<file path="src/hw/rtl/mmc3_outer_bank_mapper_unit_macros.svh">
// ----------------------------------------------------------------------------
// mmc3 outer bank mapper assertion macros
// shared assertion forms; every user has clk and rst_n in scope
// ----------------------------------------------------------------------------
`ifndef MMC3_OUTER_BANK_MAPPER_UNIT_MACROS_SVH
`define MMC3_OUTER_BANK_MAPPER_UNIT_MACROS_SVH

// condition holds, consequence holds in the same cycle
`define MOB_ASSERT_NOW(lbl, ante, cons, msg) \
  lbl: assert property (@(posedge clk) disable iff (!rst_n) (ante) |-> (cons)) \
    else $error(msg);

// condition holds, consequence holds in the next cycle
`define MOB_ASSERT_NEXT(lbl, ante, cons, msg) \
  lbl: assert property (@(posedge clk) disable iff (!rst_n) (ante) |=> (cons)) \
    else $error(msg);

`endif

</file>
<file path="src/hw/rtl/mob_pkg.sv">
// ----------------------------------------------------------------------------
// mob_pkg
// shared types and constants of the mmc3 outer bank mapper
// ----------------------------------------------------------------------------
package mob_pkg;

  localparam int PRG_W     = 9;
  localparam int CHR_W     = 11;
  localparam int NUM_PRG   = 4;
  localparam int NUM_CHR   = 8;
  localparam int NUM_SLOTS = NUM_PRG + NUM_CHR;
  localparam int DVD_W     = 9;
  localparam int REM_STEPS = DVD_W;
  localparam int SLOT_W    = 4;
  localparam int STEP_W    = 4;

  // item kinds
  localparam logic [1:0] FUNC_CPU   = 2'd0;
  localparam logic [1:0] FUNC_OUTER = 2'd1;
  localparam logic [1:0] FUNC_TICK  = 2'd2;

  // configuration register indexes
  localparam logic [1:0] CFG_PRG_COUNT   = 2'd0;
  localparam logic [1:0] CFG_CHR_COUNT   = 2'd1;
  localparam logic [1:0] CFG_FOUR_SCREEN = 2'd2;

  // cpu write decode on address bits 15,14,13,0
  localparam logic [3:0] DEC_BANK_SELECT = 4'b1000;
  localparam logic [3:0] DEC_BANK_DATA   = 4'b1001;
  localparam logic [3:0] DEC_MIRROR      = 4'b1010;
  localparam logic [3:0] DEC_IRQ_LATCH   = 4'b1100;
  localparam logic [3:0] DEC_IRQ_RELOAD  = 4'b1101;
  localparam logic [3:0] DEC_IRQ_DISABLE = 4'b1110;
  localparam logic [3:0] DEC_IRQ_ENABLE  = 4'b1111;

  // bank data targets chosen by bank select bits 2:0
  localparam logic [2:0] BSEL_CHR_PAIR0  = 3'd0;
  localparam logic [2:0] BSEL_CHR_PAIR1  = 3'd1;
  localparam logic [2:0] BSEL_CHR_SINGLE0 = 3'd2;
  localparam logic [2:0] BSEL_CHR_SINGLE1 = 3'd3;
  localparam logic [2:0] BSEL_CHR_SINGLE2 = 3'd4;
  localparam logic [2:0] BSEL_CHR_SINGLE3 = 3'd5;
  localparam logic [2:0] BSEL_PRG0       = 3'd6;
  localparam logic [2:0] BSEL_PRG1       = 3'd7;

  localparam logic [15:0] OUTER_PRG_ADDR = 16'h6000;
  localparam logic [15:0] OUTER_CHR_ADDR = 16'h6001;

  localparam logic [PRG_W-1:0] PRG_COUNT_RST = 9'd32;
  localparam logic [CHR_W-1:0] CHR_COUNT_RST = 11'd256;

  typedef enum logic [1:0] {
    ST_IDLE,
    ST_START,
    ST_WAIT,
    ST_DONE
  } mob_state_t;

  typedef struct packed {
    logic             start;
    logic [DVD_W-1:0] dividend;
    logic [CHR_W-1:0] divisor;
  } rem_req_t;

  typedef struct packed {
    logic             done;
    logic [CHR_W-1:0] remainder;
  } rem_rsp_t;

endpackage

</file>
<file path="src/hw/rtl/mob_rem_unit.sv">
// ----------------------------------------------------------------------------
// mob_rem_unit
// bit-serial restoring remainder unit, one dividend bit per cycle
// ----------------------------------------------------------------------------
`include "mmc3_outer_bank_mapper_unit_macros.svh"

module mob_rem_unit
  import mob_pkg::*;
(
  input  logic     clk,
  input  logic     rst_n,
  input  rem_req_t req,
  output rem_rsp_t rsp
);

  logic [STEP_W-1:0] cnt_r, cnt_nxt;
  logic              done_r, done_nxt;
  logic [DVD_W-1:0]  dvd_r, dvd_nxt;
  logic [CHR_W-1:0]  dvs_r, dvs_nxt;
  logic [CHR_W-1:0]  rem_r, rem_nxt;
  logic [CHR_W:0]    shifted;
  logic [CHR_W:0]    diff;

  always_comb begin
    shifted  = {rem_r, dvd_r[DVD_W-1]};
    diff     = shifted - {1'b0, dvs_r};
    cnt_nxt  = cnt_r;
    done_nxt = 1'b0;
    dvd_nxt  = dvd_r;
    dvs_nxt  = dvs_r;
    rem_nxt  = rem_r;
    if (req.start) begin
      cnt_nxt = STEP_W'(REM_STEPS);
      dvd_nxt = req.dividend;
      dvs_nxt = req.divisor;
      rem_nxt = '0;
    end else if (cnt_r != '0) begin
      // keep the partial remainder below the divisor
      if (shifted >= {1'b0, dvs_r}) begin
        rem_nxt = diff[CHR_W-1:0];
      end else begin
        rem_nxt = shifted[CHR_W-1:0];
      end
      dvd_nxt  = {dvd_r[DVD_W-2:0], 1'b0};
      cnt_nxt  = cnt_r - 1'b1;
      done_nxt = (cnt_r == STEP_W'(1));
    end
  end

  always_ff @(posedge clk) begin
    if (!rst_n) begin
      cnt_r  <= '0;
      done_r <= 1'b0;
    end else begin
      cnt_r  <= cnt_nxt;
      done_r <= done_nxt;
    end
    dvd_r <= dvd_nxt;
    dvs_r <= dvs_nxt;
    rem_r <= rem_nxt;
  end

  // a zero bank count reads as bank 0
  assign rsp.done      = done_r;
  assign rsp.remainder = (dvs_r == '0) ? '0 : rem_r;

  `MOB_ASSERT_NEXT(a_done_single, done_r, !done_r, "remainder done held for two cycles")
  `MOB_ASSERT_NOW(a_rem_below_divisor, done_r && (dvs_r != '0), rem_r < dvs_r,
                  "remainder not below divisor")
  `MOB_ASSERT_NEXT(a_start_runs, req.start, (cnt_r == STEP_W'(REM_STEPS)) && !done_r,
                   "start did not load the step count")

endmodule

</file>
<file path="src/hw/rtl/mmc3_outer_bank_mapper_unit.sv">
// ----------------------------------------------------------------------------
// mmc3_outer_bank_mapper_unit
// mmc3 style bank mapper with outer prg/chr bank registers
// ----------------------------------------------------------------------------
// Usage:
//   input channel in_valid/in_stall carries one item: a cpu write to
//   8000-ffff, a write to the 6000/6001 outer registers, or a scanline tick.
//   the register update happens at the edge where the item is accepted.
//   every item gives one result item on out_valid/out_stall: four prg bank
//   numbers, eight chr bank numbers, the mirroring and an irq pulse.
//   each of the twelve bank numbers is reduced modulo its bank count by one
//   shared bit-serial remainder unit, slot by slot. in_stall is high from
//   acceptance until the result is loaded, so no new item is taken while
//   one is in work; the sequencer over the remainder unit sets in_stall.
//   the finished result sits in an output register, so once it is loaded
//   a new item is taken while the receiver still stalls; a stalled result
//   holds its value. if the previous result was not taken, the block
//   waits. the user must write bank counts and the four-screen flag on
//   the cfg port only while idle; the block does not enforce it.
//   synchronous reset restores all mapper registers and the default counts.
// ----------------------------------------------------------------------------
`include "mmc3_outer_bank_mapper_unit_macros.svh"

module mmc3_outer_bank_mapper_unit
  import mob_pkg::*;
(
  input  logic                         clk,
  input  logic                         rst_n,
  input  logic                         cfg_we,
  input  logic [1:0]                   cfg_index,
  input  logic [CHR_W-1:0]             cfg_data,
  input  logic                         in_valid,
  output logic                         in_stall,
  input  logic [1:0]                   in_func,
  input  logic [15:0]                  in_addr,
  input  logic [7:0]                   in_data,
  input  logic                         in_visible_line,
  input  logic                         in_rendering_on,
  output logic                         out_valid,
  input  logic                         out_stall,
  output logic [NUM_PRG*PRG_W-1:0]     out_prg_banks,
  output logic [NUM_PRG*CHR_W-1:0]     out_chr_banks_low,
  output logic [NUM_PRG*CHR_W-1:0]     out_chr_banks_high,
  output logic                         out_mirror_horizontal,
  output logic                         out_irq_request
);

  localparam logic [SLOT_W-1:0] LAST_SLOT = SLOT_W'(NUM_SLOTS - 1);

  mob_state_t state_r, state_nxt;

  logic [PRG_W-1:0] prg_count_r, prg_count_nxt;
  logic [CHR_W-1:0] chr_count_r, chr_count_nxt;
  logic             four_screen_r, four_screen_nxt;

  logic [7:0] bank_select_r, bank_select_nxt;
  logic [6:0] chr_pair_r [2];   // bits 7:1, bit 0 comes from the slot within the pair
  logic [6:0] chr_pair_nxt [2];
  logic [7:0] chr_single_r [4];
  logic [7:0] chr_single_nxt [4];
  logic [7:0] prg_switch_r [2];
  logic [7:0] prg_switch_nxt [2];
  logic [7:0] outer_prg_r, outer_prg_nxt;
  logic       outer_chr_r, outer_chr_nxt;
  logic       irq_enabled_r, irq_enabled_nxt;
  logic [7:0] irq_count_r, irq_count_nxt;
  logic [7:0] irq_reload_r, irq_reload_nxt;
  logic       mirroring_r, mirroring_nxt;
  logic       irq_flag_r, irq_flag_nxt;

  logic [SLOT_W-1:0] slot_r, slot_nxt;
  logic [PRG_W-1:0]  prg_res_r [NUM_PRG];
  logic [CHR_W-1:0]  chr_res_r [NUM_CHR];

  logic out_valid_r;
  logic [NUM_PRG*PRG_W-1:0] out_prg_r;
  logic [NUM_PRG*CHR_W-1:0] out_chr_low_r;
  logic [NUM_PRG*CHR_W-1:0] out_chr_high_r;
  logic                     out_mirror_r;
  logic                     out_irq_r;

  logic in_acc;
  logic out_free;
  logic slot_store;
  logic out_load;
  logic rem_start;

  rem_req_t req;
  rem_rsp_t rsp;

  // slot operand selection
  logic              is_prg;
  logic [1:0]        prg_k;
  logic [SLOT_W-1:0] chr_off;
  logic [2:0]        chr_k;
  logic [PRG_W-1:0]  fix0;
  logic [PRG_W-1:0]  fix1;
  logic [PRG_W-1:0]  prg_val;
  logic              sel_single;
  logic [7:0]        chr_val;

  assign in_acc   = in_valid && !in_stall;
  assign out_free = !out_valid_r || !out_stall;

  // ---------------- configuration and mapper registers ----------------
  always_comb begin
    prg_count_nxt   = prg_count_r;
    chr_count_nxt   = chr_count_r;
    four_screen_nxt = four_screen_r;
    if (cfg_we) begin
      case (cfg_index)
        CFG_PRG_COUNT:   prg_count_nxt   = cfg_data[PRG_W-1:0];
        CFG_CHR_COUNT:   chr_count_nxt   = cfg_data;
        CFG_FOUR_SCREEN: four_screen_nxt = cfg_data[0];
        default: ;
      endcase
    end
  end

  always_comb begin
    bank_select_nxt = bank_select_r;
    chr_pair_nxt    = chr_pair_r;
    chr_single_nxt  = chr_single_r;
    prg_switch_nxt  = prg_switch_r;
    outer_prg_nxt   = outer_prg_r;
    outer_chr_nxt   = outer_chr_r;
    irq_enabled_nxt = irq_enabled_r;
    irq_count_nxt   = irq_count_r;
    irq_reload_nxt  = irq_reload_r;
    mirroring_nxt   = mirroring_r;
    irq_flag_nxt    = irq_flag_r;
    if (in_acc) begin
      irq_flag_nxt = 1'b0;
      case (in_func)
        FUNC_CPU: begin
          case ({in_addr[15:13], in_addr[0]})
            DEC_BANK_SELECT: bank_select_nxt = in_data;
            DEC_BANK_DATA: begin
              case (bank_select_r[2:0])
                BSEL_CHR_PAIR0:   chr_pair_nxt[0]   = in_data[7:1];
                BSEL_CHR_PAIR1:   chr_pair_nxt[1]   = in_data[7:1];
                BSEL_CHR_SINGLE0: chr_single_nxt[0] = in_data;
                BSEL_CHR_SINGLE1: chr_single_nxt[1] = in_data;
                BSEL_CHR_SINGLE2: chr_single_nxt[2] = in_data;
                BSEL_CHR_SINGLE3: chr_single_nxt[3] = in_data;
                BSEL_PRG0:        prg_switch_nxt[0] = in_data;
                BSEL_PRG1:        prg_switch_nxt[1] = in_data;
                default: ;
              endcase
            end
            DEC_MIRROR: begin
              if (!four_screen_r) begin
                mirroring_nxt = in_data[0];
              end
            end
            DEC_IRQ_LATCH: begin
              irq_count_nxt   = in_data;
              irq_enabled_nxt = 1'b1;
            end
            DEC_IRQ_RELOAD:  irq_reload_nxt  = in_data;
            DEC_IRQ_DISABLE: irq_enabled_nxt = 1'b0;
            DEC_IRQ_ENABLE:  irq_enabled_nxt = 1'b1;
            default: ;
          endcase
        end
        FUNC_OUTER: begin
          if (in_addr == OUTER_PRG_ADDR) begin
            outer_prg_nxt = in_data;
          end else if (in_addr == OUTER_CHR_ADDR) begin
            outer_chr_nxt = in_data[0];
          end
        end
        FUNC_TICK: begin
          if (in_visible_line && in_rendering_on && irq_enabled_r) begin
            if (irq_count_r == '0) begin
              irq_count_nxt = irq_reload_r;
              irq_flag_nxt  = 1'b1;
            end else begin
              irq_count_nxt = irq_count_r - 1'b1;
            end
          end
        end
        default: ;
      endcase
    end
  end

  always_ff @(posedge clk) begin
    if (!rst_n) begin
      prg_count_r     <= PRG_COUNT_RST;
      chr_count_r     <= CHR_COUNT_RST;
      four_screen_r   <= 1'b0;
      bank_select_r   <= '0;
      chr_pair_r[0]   <= 7'd0;
      chr_pair_r[1]   <= 7'd1;
      chr_single_r[0] <= 8'd4;
      chr_single_r[1] <= 8'd5;
      chr_single_r[2] <= 8'd6;
      chr_single_r[3] <= 8'd7;
      prg_switch_r[0] <= 8'd0;
      prg_switch_r[1] <= 8'd1;
      outer_prg_r     <= '0;
      outer_chr_r     <= 1'b0;
      irq_enabled_r   <= 1'b0;
      irq_count_r     <= '0;
      irq_reload_r    <= '0;
      mirroring_r     <= 1'b0;
      irq_flag_r      <= 1'b0;
    end else begin
      prg_count_r   <= prg_count_nxt;
      chr_count_r   <= chr_count_nxt;
      four_screen_r <= four_screen_nxt;
      bank_select_r <= bank_select_nxt;
      chr_pair_r    <= chr_pair_nxt;
      chr_single_r  <= chr_single_nxt;
      prg_switch_r  <= prg_switch_nxt;
      outer_prg_r   <= outer_prg_nxt;
      outer_chr_r   <= outer_chr_nxt;
      irq_enabled_r <= irq_enabled_nxt;
      irq_count_r   <= irq_count_nxt;
      irq_reload_r  <= irq_reload_nxt;
      mirroring_r   <= mirroring_nxt;
      irq_flag_r    <= irq_flag_nxt;
    end
  end

  // ---------------- slot operands ----------------
  // slots 0-3 are prg, 4-11 are chr
  always_comb begin
    is_prg     = (slot_r < SLOT_W'(NUM_PRG));
    prg_k      = slot_r[1:0];
    chr_off    = slot_r - SLOT_W'(NUM_PRG);
    chr_k      = chr_off[2:0];
    fix0       = prg_count_r - PRG_W'(2);
    fix1       = prg_count_r - PRG_W'(1);
    prg_val    = '0;
    if (outer_prg_r[7]) begin
      prg_val = {4'b0, outer_prg_r[3:0], 1'b0} + {7'b0, prg_k};
    end else begin
      case (prg_k)
        2'd0:    prg_val = bank_select_r[6] ? fix0 : {1'b0, prg_switch_r[0]};
        2'd1:    prg_val = {1'b0, prg_switch_r[1]};
        2'd2:    prg_val = bank_select_r[6] ? {1'b0, prg_switch_r[0]} : fix0;
        default: prg_val = fix1;
      endcase
    end
    // bank select bit 7 swaps the 2 KB and 1 KB halves
    sel_single = chr_k[2] ^ bank_select_r[7];
    if (sel_single) begin
      chr_val = chr_single_r[chr_k[1:0]];
    end else begin
      chr_val = {chr_pair_r[chr_k[1]], chr_k[0]};
    end
    req.start    = rem_start;
    req.dividend = is_prg ? prg_val : {outer_chr_r, chr_val};
    req.divisor  = is_prg ? {2'b0, prg_count_r} : chr_count_r;
  end

  // ---------------- sequencer ----------------
  always_comb begin
    state_nxt = state_r;
    case (state_r)
      ST_IDLE:  if (in_valid) state_nxt = ST_START;
      ST_START: state_nxt = ST_WAIT;
      ST_WAIT: begin
        if (rsp.done) begin
          state_nxt = (slot_r == LAST_SLOT) ? ST_DONE : ST_START;
        end
      end
      ST_DONE:  if (out_free) state_nxt = ST_IDLE;
      default:  state_nxt = ST_IDLE;
    endcase
  end

  always_comb begin
    in_stall   = (state_r != ST_IDLE);
    rem_start  = (state_r == ST_START);
    slot_store = (state_r == ST_WAIT) && rsp.done;
    out_load   = (state_r == ST_DONE) && out_free;
    slot_nxt   = slot_r;
    if (state_r == ST_IDLE) begin
      slot_nxt = '0;
    end else if (slot_store && (slot_r != LAST_SLOT)) begin
      slot_nxt = slot_r + 1'b1;
    end
  end

  always_ff @(posedge clk) begin
    if (!rst_n) begin
      state_r <= ST_IDLE;
      slot_r  <= '0;
    end else begin
      state_r <= state_nxt;
      slot_r  <= slot_nxt;
    end
  end

  always_ff @(posedge clk) begin
    if (slot_store) begin
      if (is_prg) begin
        prg_res_r[prg_k] <= rsp.remainder[PRG_W-1:0];
      end else begin
        chr_res_r[chr_k] <= rsp.remainder;
      end
    end
  end

  mob_rem_unit u_rem (
    .clk   (clk),
    .rst_n (rst_n),
    .req   (req),
    .rsp   (rsp)
  );

  // ---------------- output register ----------------
  always_ff @(posedge clk) begin
    if (!rst_n) begin
      out_valid_r <= 1'b0;
    end else if (out_load) begin
      out_valid_r <= 1'b1;
    end else if (!out_stall) begin
      out_valid_r <= 1'b0;
    end
    if (out_load) begin
      out_prg_r      <= {prg_res_r[3], prg_res_r[2], prg_res_r[1], prg_res_r[0]};
      out_chr_low_r  <= {chr_res_r[3], chr_res_r[2], chr_res_r[1], chr_res_r[0]};
      out_chr_high_r <= {chr_res_r[7], chr_res_r[6], chr_res_r[5], chr_res_r[4]};
      out_mirror_r   <= mirroring_r;
      out_irq_r      <= irq_flag_r;
    end
  end

  assign out_valid             = out_valid_r;
  assign out_prg_banks         = out_prg_r;
  assign out_chr_banks_low     = out_chr_low_r;
  assign out_chr_banks_high    = out_chr_high_r;
  assign out_mirror_horizontal = out_mirror_r;
  assign out_irq_request       = out_irq_r;

  `MOB_ASSERT_NEXT(a_busy_after_accept, in_acc, in_stall && (state_r == ST_START),
                   "item accepted but sequencer not started")
  `MOB_ASSERT_NEXT(a_done_delivers, out_load, out_valid && (state_r == ST_IDLE),
                   "result not loaded into output register")
  `MOB_ASSERT_NOW(a_slot_range, state_r != ST_IDLE, slot_r <= LAST_SLOT,
                  "slot index beyond last slot")
  `MOB_ASSERT_NOW(a_no_start_busy, state_r == ST_WAIT, !req.start,
                  "remainder unit restarted while busy")

endmodule
</file>
<file path="config.mk">
export PLATFORM = sky130hd
export DESIGN_NAME = mmc3_outer_bank_mapper_unit
export DESIGN_NICKNAME = d
export VERILOG_FILES = /design/src/hw/rtl/mob_pkg.sv /design/src/hw/rtl/mob_rem_unit.sv /design/src/hw/rtl/mmc3_outer_bank_mapper_unit.sv
export VERILOG_INCLUDE_DIRS = /design/src /design/src/hw/rtl
export SDC_FILE = /design/constraint.sdc
export NUM_CORES = 1
export LEC_CHECK = 0
export BUFFER_PORTS_ARGS = -buffer_cell sky130_fd_sc_hd__buf_2
export CAP_MARGIN = 10
export CORE_MARGIN = 5
export CORE_UTILIZATION = 45
export DETAILED_ROUTE_END_ITERATION = 12
export PLACE_DENSITY = 0.64
export REMOVE_ABC_BUFFERS = 1
export SLEW_MARGIN = 20
export SYNTH_ARGS = -nofsm -noshare
export SYNTH_HDL_FRONTEND = slang
export SYNTH_SLANG_ARGS = --single-unit
</file>
<file path="constraint.sdc">
create_clock -name clk -period 11.1 [get_ports clk]
set_input_delay 0.555 -clock clk [delete_from_list [all_inputs] [get_ports clk]]
set_output_delay 0.555 -clock clk [all_outputs]
set_load 0.01 [all_outputs]
</file>
# Yosys cells after proc, flatten, opt, wreduce, memory -nomap -nowiden
# Memories as Yosys holds them, arrays and structs flattened. A register that Yosys moved wholly into a read port is not among the register bits.
# Cells that the tools add are included.
# op_classes
n_eq_ne,34
bitwise_logic,7
addsub,8
magnitude_cmp,4
reduce_logical,45
mux,40
# op_table
cell,count
2-to-1 mux 9 bit,7
2-to-1 mux 8 bit,6
AND reduction 4 bit,11
equality test 16 x 15 -> 1 bit (second input constant),2
equality test 4 bit (second input constant),8
case mux 9 bit (3 select lines),1
2-to-1 mux 11 bit,2
2-to-1 mux 7 bit,3
binary-select mux 8 bit (select 2 bit),1
case mux 8 bit (2 select lines),1
AND reduction 3 bit,5
equality test 3 bit (second input constant),4
greater-or-equal comparator 12 x 11 -> 1 bit,1
zero test 11 bit,1
2-to-1 mux 1 bit,11
subtractor 11 bit,1
equality test 2 bit (second input constant),5
subtractor 9 x 1 -> 9 bit (second input constant),1
subtractor 9 x 2 -> 9 bit (second input constant),1
equality test 2 x 1 -> 1 bit (second input constant),4
zero test 2 bit,4
zero test 8 bit,1
2-to-1 mux 2 bit,4
2-to-1 mux 4 bit,2
other kinds (29),51
# word_totals
ff_bits,164
word_cells,171
inputBits,46
ram_bits,124
output_inout_bits,128
memories,2
# memory_table
name,depth,width,read_ports,rd_clocked_by_memory_dff,wr,line,text
chr_res_r,8,11,8,8,1,mmc3_outer_bank_mapper_unit.sv:73,logic [CHR_W-1:0] chr_res_r [NUM_CHR];
prg_res_r,4,9,4,4,1,mmc3_outer_bank_mapper_unit.sv:72,logic [PRG_W-1:0] prg_res_r [NUM_PRG];

# Longest topological paths before layout
# Gate-level depths: netlist of run 1.
# depth
depth_word,8
ltp_mapped,10
ltp_nobuf,9

# Hierarchy
# A second synthesis of run 1 with hierarchy kept.
# hier_totals
cells_unflattened,1192
hier_area_um2,15975.3
# modules_own_cells
mod,cells_each,area_each_um2,n_inst
mmc3_outer_bank_mapper_unit,975,13813.2,1
mob_rem_unit,217,2162.1,1

# Least setup slack after synthesis of run 1
# OpenSTA, ideal clock, no wires.
# synth_timing
path_type,input to register
start,in out_stall
end,"reg out_chr_high_r[0], in the netlist out_chr_banks_high[0], read port of chr_res_r, enable pin"
required_ps,10445
t_arrival_ps,6678
setup_ps,655
path_stages,1
setup_slack_ps,3768
path_cell_list,a21oi_1
# synth_between
elab_chain_len,3
# synth_lines
item,line,text
from (decl),mmc3_outer_bank_mapper_unit.sv:40,"input logic out_stall,"
zero test 1 bit,n/a,
logical OR 1 bit,mmc3_outer_bank_mapper_unit.sv:103,assign out_free = !out_valid_r || !out_stall;
logical AND 1 bit,mmc3_outer_bank_mapper_unit.sv:279,out_load = (state_r == ST_DONE) && out_free;
to (decl),mmc3_outer_bank_mapper_unit.sv:78,logic [NUM_PRG*CHR_W-1:0] out_chr_high_r;
# Every way passes these cells.
# A chain may end at the register's enable or synchronous reset.

# Worst setup path after layout of run 1
# layout_timing
start,reg slot_r[0]
end,"reg u_rem.dvd_r[2], data pin"
# layout_between
elab_chain_len,8
word_cells_on_any_way,20
classes_between,2 x add/sub; 1 x order compare; 2 x eq/ne; 11 x mux; 3 x bitwise; 1 x reduce/logical
# layout_lines
item,line,text
from (decl),mmc3_outer_bank_mapper_unit.sv:71,"logic [SLOT_W-1:0] slot_r, slot_nxt;"
from (signal assigned),mmc3_outer_bank_mapper_unit.sv:294,slot_r <= slot_nxt;
subtractor 3 bit,mmc3_outer_bank_mapper_unit.sv:232,chr_off = slot_r - SLOT_W'(NUM_PRG);
NOT 2 -> 3 bit (implied by the code) or NOT 1 -> 2 bit (tied branches),"mmc3_outer_bank_mapper_unit.sv:250, mmc3_outer_bank_mapper_unit.sv:252",
binary-select mux 8 bit (select 2 bit) or 2-to-1 mux 7 bit (tied branches),"mmc3_outer_bank_mapper_unit.sv:250, mmc3_outer_bank_mapper_unit.sv:252",
2-to-1 mux 8 bit (implied by the code) or 2-to-1 mux 7 bit (tied branches) (2 in series),"mmc3_outer_bank_mapper_unit.sv:250, mmc3_outer_bank_mapper_unit.sv:252",
2-to-1 mux 8 bit,mmc3_outer_bank_mapper_unit.sv:249,if (sel_single) begin
2-to-1 mux 9 bit (*),mmc3_outer_bank_mapper_unit.sv:255,"req.dividend = is_prg ? prg_val : {outer_chr_r, chr_val};"
2-to-1 mux 9 bit (*),mob_rem_unit.sv:32,if (req.start) begin
named net u_rem.dvd_nxt[2],mob_rem_unit.sv:18,"logic [DVD_W-1:0] dvd_r, dvd_nxt;"
to (signal assigned),mob_rem_unit.sv:58,dvd_r <= dvd_nxt;
to (decl),mob_rem_unit.sv:18,
# Mark *: on every way through the listed nets, which the timed path passes. The rest lies on a longest branch. The select of a mux whose other input is x is not followed.

==> results of run 1 <==
## worst min-delay path by stage
| stage | startpoint | end | slack, ns | depth (start not counted) |
|---|---|---|---|---|
| floorplan | chr_res_r[4][0] | out_chr_banks_high[0] | 0.40 | 0 |
| global placement | chr_res_r[4][0] | out_chr_banks_high[0] | 0.40 | 0 |
| detailed placement | chr_res_r[5][10] | out_chr_banks_high[21] | 0.40 | 0 |
| CTS | cfg_data[9] | chr_count_r[9] | 0.23 | 3 |
| global route | cfg_data[8] | chr_count_r[8] | 0.26 | 3 |
| finish | cfg_data[9] | chr_count_r[9] | 0.25 | 3 |
## power by group
| part | internal [mW] | total (mW) | switching [mW] | leakage (nW) |
|---|---|---|---|---|
| combinational | 0.176 | 0.511 | 0.335 | 2.56 |
| sequential | 1.75 | 1.79 | 0.0434 | 3.56 |
| clock | 0.765 | 1.31 | 0.544 | 0.644 |
## routing by layer
layer / GRT usage (%) / wire length, um
met5: 0 / 0
met4: 4.19 / 624
met3: 3.26 / 2110
met2: 27.6 / 15700
met1: 24.7 / 15500
## metrics by stage
stage	hold WS, ns	utilization [%]	power, mW	area (um^2)	setup WS, ns
finish	0.254	52.9	3.61	18200	8.12
global route	0.258	52.9	3.78	18200	7.83
CTS	0.235	52.9	3.65	18200	8.15
detailed placement	0.405	49.1	2.34	16900	8.16
global placement	0.401	49.1	2.33	16900	8.28
floorplan	0.400	-	2.15	15400	3.77
## worst reg2reg max path: stages (launching register included)
cell      delay, ns
dfxtp_1        0.95
inv_1          0.23
ha_1           0.31
mux2_2         0.36
a221oi_1       0.24
o21ai_0        0.15
a221o_1        0.32
o21ai_0        0.07
o21ai_0        0.09
## final cells by class
cell class	count	area share (%)
Multi-Input combinational cell	707	24.7
Inverter	27	0.556
Timing Repair Buffer	183	5.16
Sequential cell	406	59.4
Clock buffer	57	6.45
Clock inverter	17	0.652
Tap cell	455	3.12
## cells in the mapped netlist (2+ instances only)
cell type	instances
o211ai_1	4
a21o_1	3
a21boi_0	3
and4_1	2
nand2_1	126
nor3b_1	5
or2_2	3
a221o_1	4
xnor2_1	17
mux2i_1	80
nor2_1	124
and2_1	15
edfxtp_1	270
a221oi_1	9
o21ai_0	39
nand2_4	2
nand3b_1	3
nand3_1	40
nor2b_1	5
a211oi_1	9
or3_1	5
buf_6	3
mux4_2	7
dfxtp_1	136
ha_1	24
buf_1	3
buf_2	10
clkbuf_1	44
nor4_1	8
mux2_2	3
nand2b_1	9
nand4_1	7
nor3_1	16
a32oi_1	2
a21oi_1	77
xor2_1	12
a31oi_1	7
a311oi_1	2
inv_1	27
o21a_1	2
and3_1	7
## sequential cells by signal, summed over array words and instances, names as in the netlist, 2 cells and up
signal / flops
u_rem.rem_r: 11
state_r: 2
prg_switch_r: 16
irq_reload_r: 8
outer_prg_r: 5
chr_single_r: 32
chr_pair_r: 14
out_prg_banks: 36
prg_count_r: 9
bank_select_r: 5
u_rem.cnt_r: 4
prg_res_r: 36
chr_res_r: 88
out_chr_banks_low: 44
slot_r: 4
irq_count_r: 8
chr_count_r: 11
u_rem.dvs_r: 11
u_rem.dvd_r: 9
out_chr_banks_high: 44
## cells by family after synthesis
group	Yosys count	synth area share (%)
compound gates	172	6.63
buf+inv	88	2.36
xor+xnor	29	1.62
fa+ha+maj	25	2.05
flops	406	69.2
simple gates	391	11.8
mux	90	6.34
==> flow_summary.html, run 1 <==
<table>
<tr><th>Metric</th><th>Value</th></tr>
<tr><th colspan="2">Worst setup path</th></tr>
<tr><td>Family with the most delay on the worst path</td><td>flip-flops</td></tr>
<tr><td>Slowest cell on the critical path</td><td>dfxtp_1</td></tr>
<tr><td>Worst Setup EP</td><td>u_rem.dvd_r[2]</td></tr>
<tr><td>Crit path launch type</td><td>register</td></tr>
<tr><td>Arrival time reported for the critical path endpoint</td><td>3.25 ns</td></tr>
<tr><td>Worst path buffer plus inverter count</td><td>1</td></tr>
<tr><td>Number of cell instances on the worst register-to-register path</td><td>8</td></tr>
<tr><td>Most numerous cell on the critical path</td><td>o21ai_0</td></tr>
<tr><td>Kind of critical path</td><td>register to register</td></tr>
<tr><td>Highest net fanout along the worst path</td><td>18</td></tr>
<tr><td>Flop2flop setup slack</td><td>8.12 ns</td></tr>
<tr><td>Launching element of the worst setup path</td><td>slot_r[0]</td></tr>
<tr><td>Required time reported for the critical path endpoint</td><td>11.37 ns</td></tr>
<tr><td>Instance count on the critical path</td><td>8</td></tr>
<tr><td>Cell Chain, Critical Path</td><td>inv_1, ha_1, mux2_2, a221oi_1, o21ai_0, a221o_1, o21ai_0, o21ai_0</td></tr>
<tr><td>Reg-to-Reg End</td><td>u_rem.dvd_r[2]</td></tr>
<tr><td>Critical Path End Type</td><td>register</td></tr>
<tr><td>Worst R2R Start</td><td>slot_r[0]</td></tr>
<tr><td>Max stage delay on crit path</td><td>0.95 ns</td></tr>
<tr><th colspan="2">Timing</th></tr>
<tr><td>Endpoints failing hold</td><td>0</td></tr>
<tr><td>Final critical path time including I/O delays and setup</td><td>2.98 ns</td></tr>
<tr><td>Final setup vio count</td><td>0</td></tr>
<tr><td>Total negative setup slack</td><td>0 ns</td></tr>
<tr><td>Achievable frequency</td><td>0.336 GHz</td></tr>
<tr><td>Skew final</td><td>0.0136 ns</td></tr>
<tr><td>Setup repair after global routing missed its margin</td><td>no</td></tr>
<tr><td>Slew @ Worst Pin</td><td>1.06 ns</td></tr>
<tr><td>Number of max-slew violations in the final report</td><td>0</td></tr>
<tr><td>Headroom to the max-slew limit</td><td>28.5%</td></tr>
<tr><td>Fin crit share</td><td>26.8%</td></tr>
<tr><th colspan="2">Layout</th></tr>
<tr><td>Filler Cells Inserted</td><td>2963</td></tr>
<tr><td>Area of all sequential standard cells</td><td>0.0108 mm^2</td></tr>
<tr><td>Area growth from synthesis to final layout</td><td>16.5%</td></tr>
<tr><td>Top library cells by usage in the layout, fill and taps aside</td><td>edfxtp_1 (270), buf_2 (173), dfxtp_1 (136)</td></tr>
<tr><td>Net count of the finished layout</td><td>1436</td></tr>
<tr><td>Total area of multi-input combinational cells</td><td>0.00450 mm^2</td></tr>
<tr><td>Inserted Diodes</td><td>0</td></tr>
<tr><td>Proportion of layout cells with a drive suffix above 1</td><td>20.1%</td></tr>
<tr><td>Layout Cells excl Fill</td><td>1852</td></tr>
<tr><td>Leading cell type in the layout, fill and taps excluded</td><td>edfxtp_1</td></tr>
<tr><th colspan="2">Clock tree</th></tr>
<tr><td>Worst-Skew Late Latency</td><td>0.53 ns</td></tr>
<tr><td>Clock buffers created by TritonCTS</td><td>40</td></tr>
<tr><td>Root Buffer Master</td><td>clkbuf_16</td></tr>
<tr><td>Depth of the CTS H-tree</td><td>2</td></tr>
<tr><td>Post-CTS setup repair buffer count</td><td>0</td></tr>
<tr><td>Clock tree sinks</td><td>406</td></tr>
<tr><td>Clock input transition at the sequential cells of the worst setup and hold paths</td><td>0.06 ns</td></tr>
<tr><td>Clock tree from TritonCTS</td><td>done</td></tr>
<tr><td>Clk buf depth</td><td>3</td></tr>
<tr><td>Cts hold-fix bufs</td><td>0</td></tr>
<tr><td>Post-cts sizing count</td><td>0</td></tr>
<tr><th colspan="2">Floorplanning</th></tr>
<tr><td>Effective utilization at floorplan</td><td>45.4%</td></tr>
<tr><td>Core area</td><td>0.0345 mm^2</td></tr>
<tr><td>Vertical die dimension</td><td>196 um</td></tr>
<tr><td>I/O pin count</td><td>174</td></tr>
<tr><td>Horiz. Die Dim</td><td>196 um</td></tr>
<tr><td>Full die area</td><td>0.0386 mm^2</td></tr>
<tr><td>Number of rows in the core area</td><td>68</td></tr>
<tr><th colspan="2">Synth</th></tr>
<tr><td>Count of synthesis-stage warnings from yosys</td><td>0</td></tr>
<tr><td>Netlist area before placement</td><td>0.0157 mm^2</td></tr>
<tr><td>Post-Syn Area per Cell</td><td>13.0 um^2</td></tr>
<tr><td>Unique masters post-synth</td><td>68</td></tr>
<tr><td>Fraction of registers with async set or reset after synthesis</td><td>0%</td></tr>
<tr><td>Top_reg_cell synth</td><td>edfxtp_1</td></tr>
<tr><td>Share of the synthesized area in the top cell type</td><td>51.8%</td></tr>
<tr><td>Number of enable flip-flop cells after synthesis</td><td>270</td></tr>
<tr><td>FF+latch count, synth</td><td>406</td></tr>
<tr><td>Synthesized instance count</td><td>1201</td></tr>
<tr><td>Top cells by area, synth</td><td>edfxtp_1 (52%), dfxtp_1 (17%), mux2i_1 (5.1%)</td></tr>
<tr><td>Cell taking the most area after synthesis</td><td>edfxtp_1</td></tr>
<tr><td>Sequential fraction of the synthesis area</td><td>69.2%</td></tr>
<tr><th colspan="2">Routing</th></tr>
<tr><td>Post-DR vias/cell</td><td>5.14</td></tr>
<tr><td>Violation count after the first detailed-routing iteration</td><td>698</td></tr>
<tr><td>Final WL</td><td>33900 um</td></tr>
<tr><td>DRC errors left</td><td>0</td></tr>
<tr><td>Via Count</td><td>9526</td></tr>
<tr><td>Post-detailed-route wirelength per cell</td><td>18.3 um</td></tr>
<tr><td>Detailed-router iteration count before antenna repair</td><td>5</td></tr>
<tr><td>Routed Antenna Nets</td><td>0</td></tr>
<tr><th colspan="2">Place</th></tr>
<tr><td>Port bufs</td><td>173</td></tr>
<tr><td>Final HPWL DP</td><td>23200 um</td></tr>
<tr><td>Count of placed standard cells including taps</td><td>1778</td></tr>
<tr><td>Routability Congestion</td><td>0.862</td></tr>
<tr><th colspan="2">GRT</th></tr>
<tr><td>Via count of the first global-routing pass</td><td>9147</td></tr>
<tr><td>Pin count of the biggest net entering global routing</td><td>91</td></tr>
<tr><td>First-pass GRT wire length</td><td>52700 um</td></tr>
<tr><td>Total grt overflow</td><td>0</td></tr>
<tr><td>Global Route Usage Sum</td><td>17.3%</td></tr>
<tr><td>Number of antenna violations at the first check in global routing</td><td>0</td></tr>
<tr><th colspan="2">Hold path</th></tr>
<tr><td>Hold/Removal Path Class</td><td>primary input to register</td></tr>
<tr><th colspan="2">Pwr</th></tr>
<tr><td>Worst vdd ir</td><td>0.100 mV</td></tr>
<tr><td>Leakage power</td><td>6.77 nW</td></tr>
<tr><td>PwrDens</td><td>198 mW/mm^2</td></tr>
<tr><th colspan="2">Run status</th></tr>
<tr><td>Result of the run</td><td>completed</td></tr>
<tr><th colspan="2">Run</th></tr>
<tr><td># Max-Cap Violations</td><td>0</td></tr>
</table>
Power figures use the tool's default switching activity.
==> inputs of run 2 (changes only) <==
clock period = 2.9 ns   (was 11.1 ns; I/O delays follow)
==> run 2 against run 1 <==
Compared with the run above:
- power increased to 3.8 times the previous value
- clock power grew to 3.8 times the previous value
- fmax is 16% higher
- design area rose by 1.7%
- critical endpoint is now u_rem.rem_r[5]
- largest cell class unchanged
- highest routed layer unchanged
==> flow_summary.html, run 2 (same netlist as run 1, synthesis figures left out) <==
<table>
<tr><th>Metric</th><th>Value</th></tr>
<tr><th colspan="2">GRT</th></tr>
<tr><td>Via count of the first global-routing pass</td><td>9469</td></tr>
<tr><td>GRT met3 Usage</td><td>2.67%</td></tr>
<tr><td>Total grt overflow</td><td>0</td></tr>
<tr><td>Pin count of the biggest net entering global routing</td><td>76</td></tr>
<tr><td>First-pass GRT wire length</td><td>53100 um</td></tr>
<tr><td>Number of antenna violations at the first check in global routing</td><td>0</td></tr>
<tr><td>Met2 track demand over resource</td><td>27.9%</td></tr>
<tr><td>Global Route Usage Sum</td><td>17.2%</td></tr>
<tr><td>Most utilized layer in the global route result</td><td>met2</td></tr>
<tr><td>Routing usage on met1</td><td>25.2%</td></tr>
<tr><th colspan="2">Pwr</th></tr>
<tr><td>Leakage power</td><td>6.92 nW</td></tr>
<tr><td>Worst vdd ir</td><td>0.470 mV</td></tr>
<tr><td>PwrDens</td><td>748 mW/mm^2</td></tr>
<tr><th colspan="2">Timing</th></tr>
<tr><td>Total negative setup slack</td><td>0 ns</td></tr>
<tr><td>Setup repair after global routing missed its margin</td><td>no</td></tr>
<tr><td>Final critical path time including I/O delays and setup</td><td>2.57 ns</td></tr>
<tr><td>Slew @ Worst Pin</td><td>1.03 ns</td></tr>
<tr><td>Headroom to the max-slew limit</td><td>31.3%</td></tr>
<tr><td>Final setup vio count</td><td>0</td></tr>
<tr><td>Number of max-slew violations in the final report</td><td>0</td></tr>
<tr><td>Fin crit share</td><td>88.8%</td></tr>
<tr><td>Worst Hold Margin</td><td>0.0192 ns</td></tr>
<tr><td>Endpoints failing hold</td><td>0</td></tr>
<tr><td>Skew final</td><td>0.0102 ns</td></tr>
<tr><td>Achievable frequency</td><td>0.389 GHz</td></tr>
<tr><th colspan="2">Floorplanning</th></tr>
<tr><td>Core area</td><td>0.0345 mm^2</td></tr>
<tr><td>Number of rows in the core area</td><td>68</td></tr>
<tr><td>I/O pin count</td><td>174</td></tr>
<tr><td>Effective utilization at floorplan</td><td>45.4%</td></tr>
<tr><td>Full die area</td><td>0.0386 mm^2</td></tr>
<tr><td>Horiz. Die Dim</td><td>196 um</td></tr>
<tr><td>Vertical die dimension</td><td>196 um</td></tr>
<tr><th colspan="2">Layout</th></tr>
<tr><td>Inserted Diodes</td><td>0</td></tr>
<tr><td>Layout Utilization</td><td>53.9%</td></tr>
<tr><td>Total area of multi-input combinational cells</td><td>0.00448 mm^2</td></tr>
<tr><td>Net count of the finished layout</td><td>1474</td></tr>
<tr><td>Number of flip-flops under the largest register name</td><td>88</td></tr>
<tr><td>Register with the most flip-flops</td><td>chr_res_r</td></tr>
<tr><td>Proportion of layout cells with a drive suffix above 1</td><td>20.5%</td></tr>
<tr><td>Filler Cells Inserted</td><td>2893</td></tr>
<tr><td>Area of all sequential standard cells</td><td>0.0108 mm^2</td></tr>
<tr><td>Area growth from synthesis to final layout</td><td>18.6%</td></tr>
<tr><td>Top library cells by usage in the layout, fill and taps aside</td><td>edfxtp_1 (270), buf_2 (173), dfxtp_1 (136)</td></tr>
<tr><td>Leading cell type in the layout, fill and taps excluded</td><td>edfxtp_1</td></tr>
<tr><th colspan="2">Routing</th></tr>
<tr><td>Via Count</td><td>9848</td></tr>
<tr><td>Routed Antenna Nets</td><td>0</td></tr>
<tr><td>Post-detailed-route wirelength per cell</td><td>18.0 um</td></tr>
<tr><td>Final WL</td><td>33900 um</td></tr>
<tr><td>Post-DR vias/cell</td><td>5.21</td></tr>
<tr><td>DRC errors left</td><td>0</td></tr>
<tr><td>Violation count after the first detailed-routing iteration</td><td>683</td></tr>
<tr><td>Detailed-router iteration count before antenna repair</td><td>5</td></tr>
<tr><th colspan="2">Clock tree</th></tr>
<tr><td>Clock tree from TritonCTS</td><td>done</td></tr>
<tr><td>Clock input transition at the sequential cells of the worst setup and hold paths</td><td>0.06 ns</td></tr>
<tr><td>Clk buf depth</td><td>3</td></tr>
<tr><td>Clock buffers created by TritonCTS</td><td>41</td></tr>
<tr><td>Post-CTS setup repair buffer count</td><td>0</td></tr>
<tr><td>Depth of the CTS H-tree</td><td>2</td></tr>
<tr><td>Worst-Skew Late Latency</td><td>0.52 ns</td></tr>
<tr><td>Post-cts sizing count</td><td>0</td></tr>
<tr><td>Clock tree sinks</td><td>406</td></tr>
<tr><td>Root Buffer Master</td><td>clkbuf_16</td></tr>
<tr><th colspan="2">Worst setup path</th></tr>
<tr><td>Worst Setup EP</td><td>u_rem.rem_r[5]</td></tr>
<tr><td>Max stage delay on crit path</td><td>0.47 ns</td></tr>
<tr><td>Launching element of the worst setup path</td><td>u_rem.dvs_r[0]</td></tr>
<tr><td>Crit path launch type</td><td>register</td></tr>
<tr><td>Most numerous cell on the critical path</td><td>a21oi_1</td></tr>
<tr><td>Highest net fanout along the worst path</td><td>15</td></tr>
<tr><td>Flop2flop setup slack</td><td>0.33 ns</td></tr>
<tr><td>Required time reported for the critical path endpoint</td><td>3.28 ns</td></tr>
<tr><td>Slowest cell on the critical path</td><td>nand3_1</td></tr>
<tr><td>Cell Chain, Critical Path</td><td>ha_1, fa_1, nand2b_1, a21oi_1, o21ai_0, nand3_1, mux2i_1, a21oi_1</td></tr>
<tr><td>Reg-to-Reg End</td><td>u_rem.rem_r[5]</td></tr>
<tr><td>Kind of critical path</td><td>register to register</td></tr>
<tr><td>Arrival time reported for the critical path endpoint</td><td>2.95 ns</td></tr>
<tr><td>Worst R2R Start</td><td>u_rem.dvs_r[0]</td></tr>
<tr><td>Number of cell instances on the worst register-to-register path</td><td>8</td></tr>
<tr><td>Critical Path End Type</td><td>register</td></tr>
<tr><th colspan="2">Run status</th></tr>
<tr><td>Result of the run</td><td>completed</td></tr>
<tr><th colspan="2">Place</th></tr>
<tr><td>Final HPWL DP</td><td>23400 um</td></tr>
<tr><td>Port bufs</td><td>173</td></tr>
<tr><td>Routability Congestion</td><td>0.829</td></tr>
<tr><th colspan="2">Run</th></tr>
<tr><td># Max-Cap Violations</td><td>0</td></tr>
<tr><th colspan="2">Hold path</th></tr>
<tr><td>Hold/Removal Path Class</td><td>primary input to register</td></tr>
</table>
[run 2: cell count changes in the layout (fill, tap and decap cells not counted), moves of 2 or more]
| cell | change |
|---|---|
| dlygate4sd3_1 | +17 |
| nor2_1 | +3 |
| clkinv_4 | -2 |
| clkbuf_8 | -5 |
| buf_12 | +2 |
| clkinvlp_4 | +4 |
| bufinv_16 | +2 |
| clkbuf_1 | +3 |
| buf_4 | +18 |
| nor2_2 | -3 |
[run 2: worst max-delay path: cells and delay by family, from the launching register on]
family	cells	cell delay, ns
flops	1	0.41
compound gates	3	0.45
fa+ha+maj	2	0.65
simple gates	2	0.65
mux	1	0.27
[run 2: worst min-delay path by stage]
| stage | slack (ns) | cells past startpoint | start | end |
|---|---|---|---|---|
| after floorplan | 0.21 | 1 | rst_n | chr_count_r[8] |
| after global placement | 0.38 | 3 | cfg_data[8] | chr_count_r[8] |
| after detailed placement | 0.40 | 3 | cfg_data[8] | chr_count_r[8] |
| after CTS | 0.003 | 3 | in_data[6] | chr_single_r[30] |
| after global routing | 0.03 | 3 | in_data[1] | chr_single_r[25] |
| final | 0.02 | 3 | in_data[6] | chr_single_r[30] |
[run 2: per-layer routing]
layer	wire (um)	vias to the layer above	part of all wire, %
met2	15900	304	47
met1	15400	4732	45
met3	2150	45	6.3
met4	488	0	1.4
met5	0	-	0
li1	-	4767	-
[run 2: what timing repair did]
action / 4_1_cts / 5_1_grt
hold buffers: 17 / 0
hold endpoints to repair: 29 / 0
endpoints found under the setup margin: 0 / 0
[run 2: power breakdown]
group	switching (mW)	total (mW)	internal (mW)	leakage [nW]
Clock	2.08	5.01	2.93	0.618
Combinational	1.31	2.02	0.707	2.74
Sequential	0.167	6.85	6.68	3.56
Total	3.55	13.9	10.3	6.92
[run 2: through the flow]
step	setup WS (ns)	cell area, um^2	power (mW)	instances
6_report	0.326	18600	13.9	1890
3_5_place_dp	0.353	17100	8.97	1798
4_1_cts	0.321	18600	14.0	1890
3_3_place_gp	0.419	17100	8.94	1798
5_1_grt	0.138	18600	14.5	1890
2_1_floorplan	-4.40	15400	8.24	1140
[run 2: cell type report]
| class | count | area share (%) |
|---|---|---|
| sequential | 406 | 58.4 |
| multi-input combinational | 707 | 24.2 |
| timing repair buffer | 220 | 6.93 |
| clock buffer | 54 | 5.90 |
| tap | 455 | 3.07 |
| clock inverter | 21 | 1.02 |
| inverter | 27 | 0.546 |
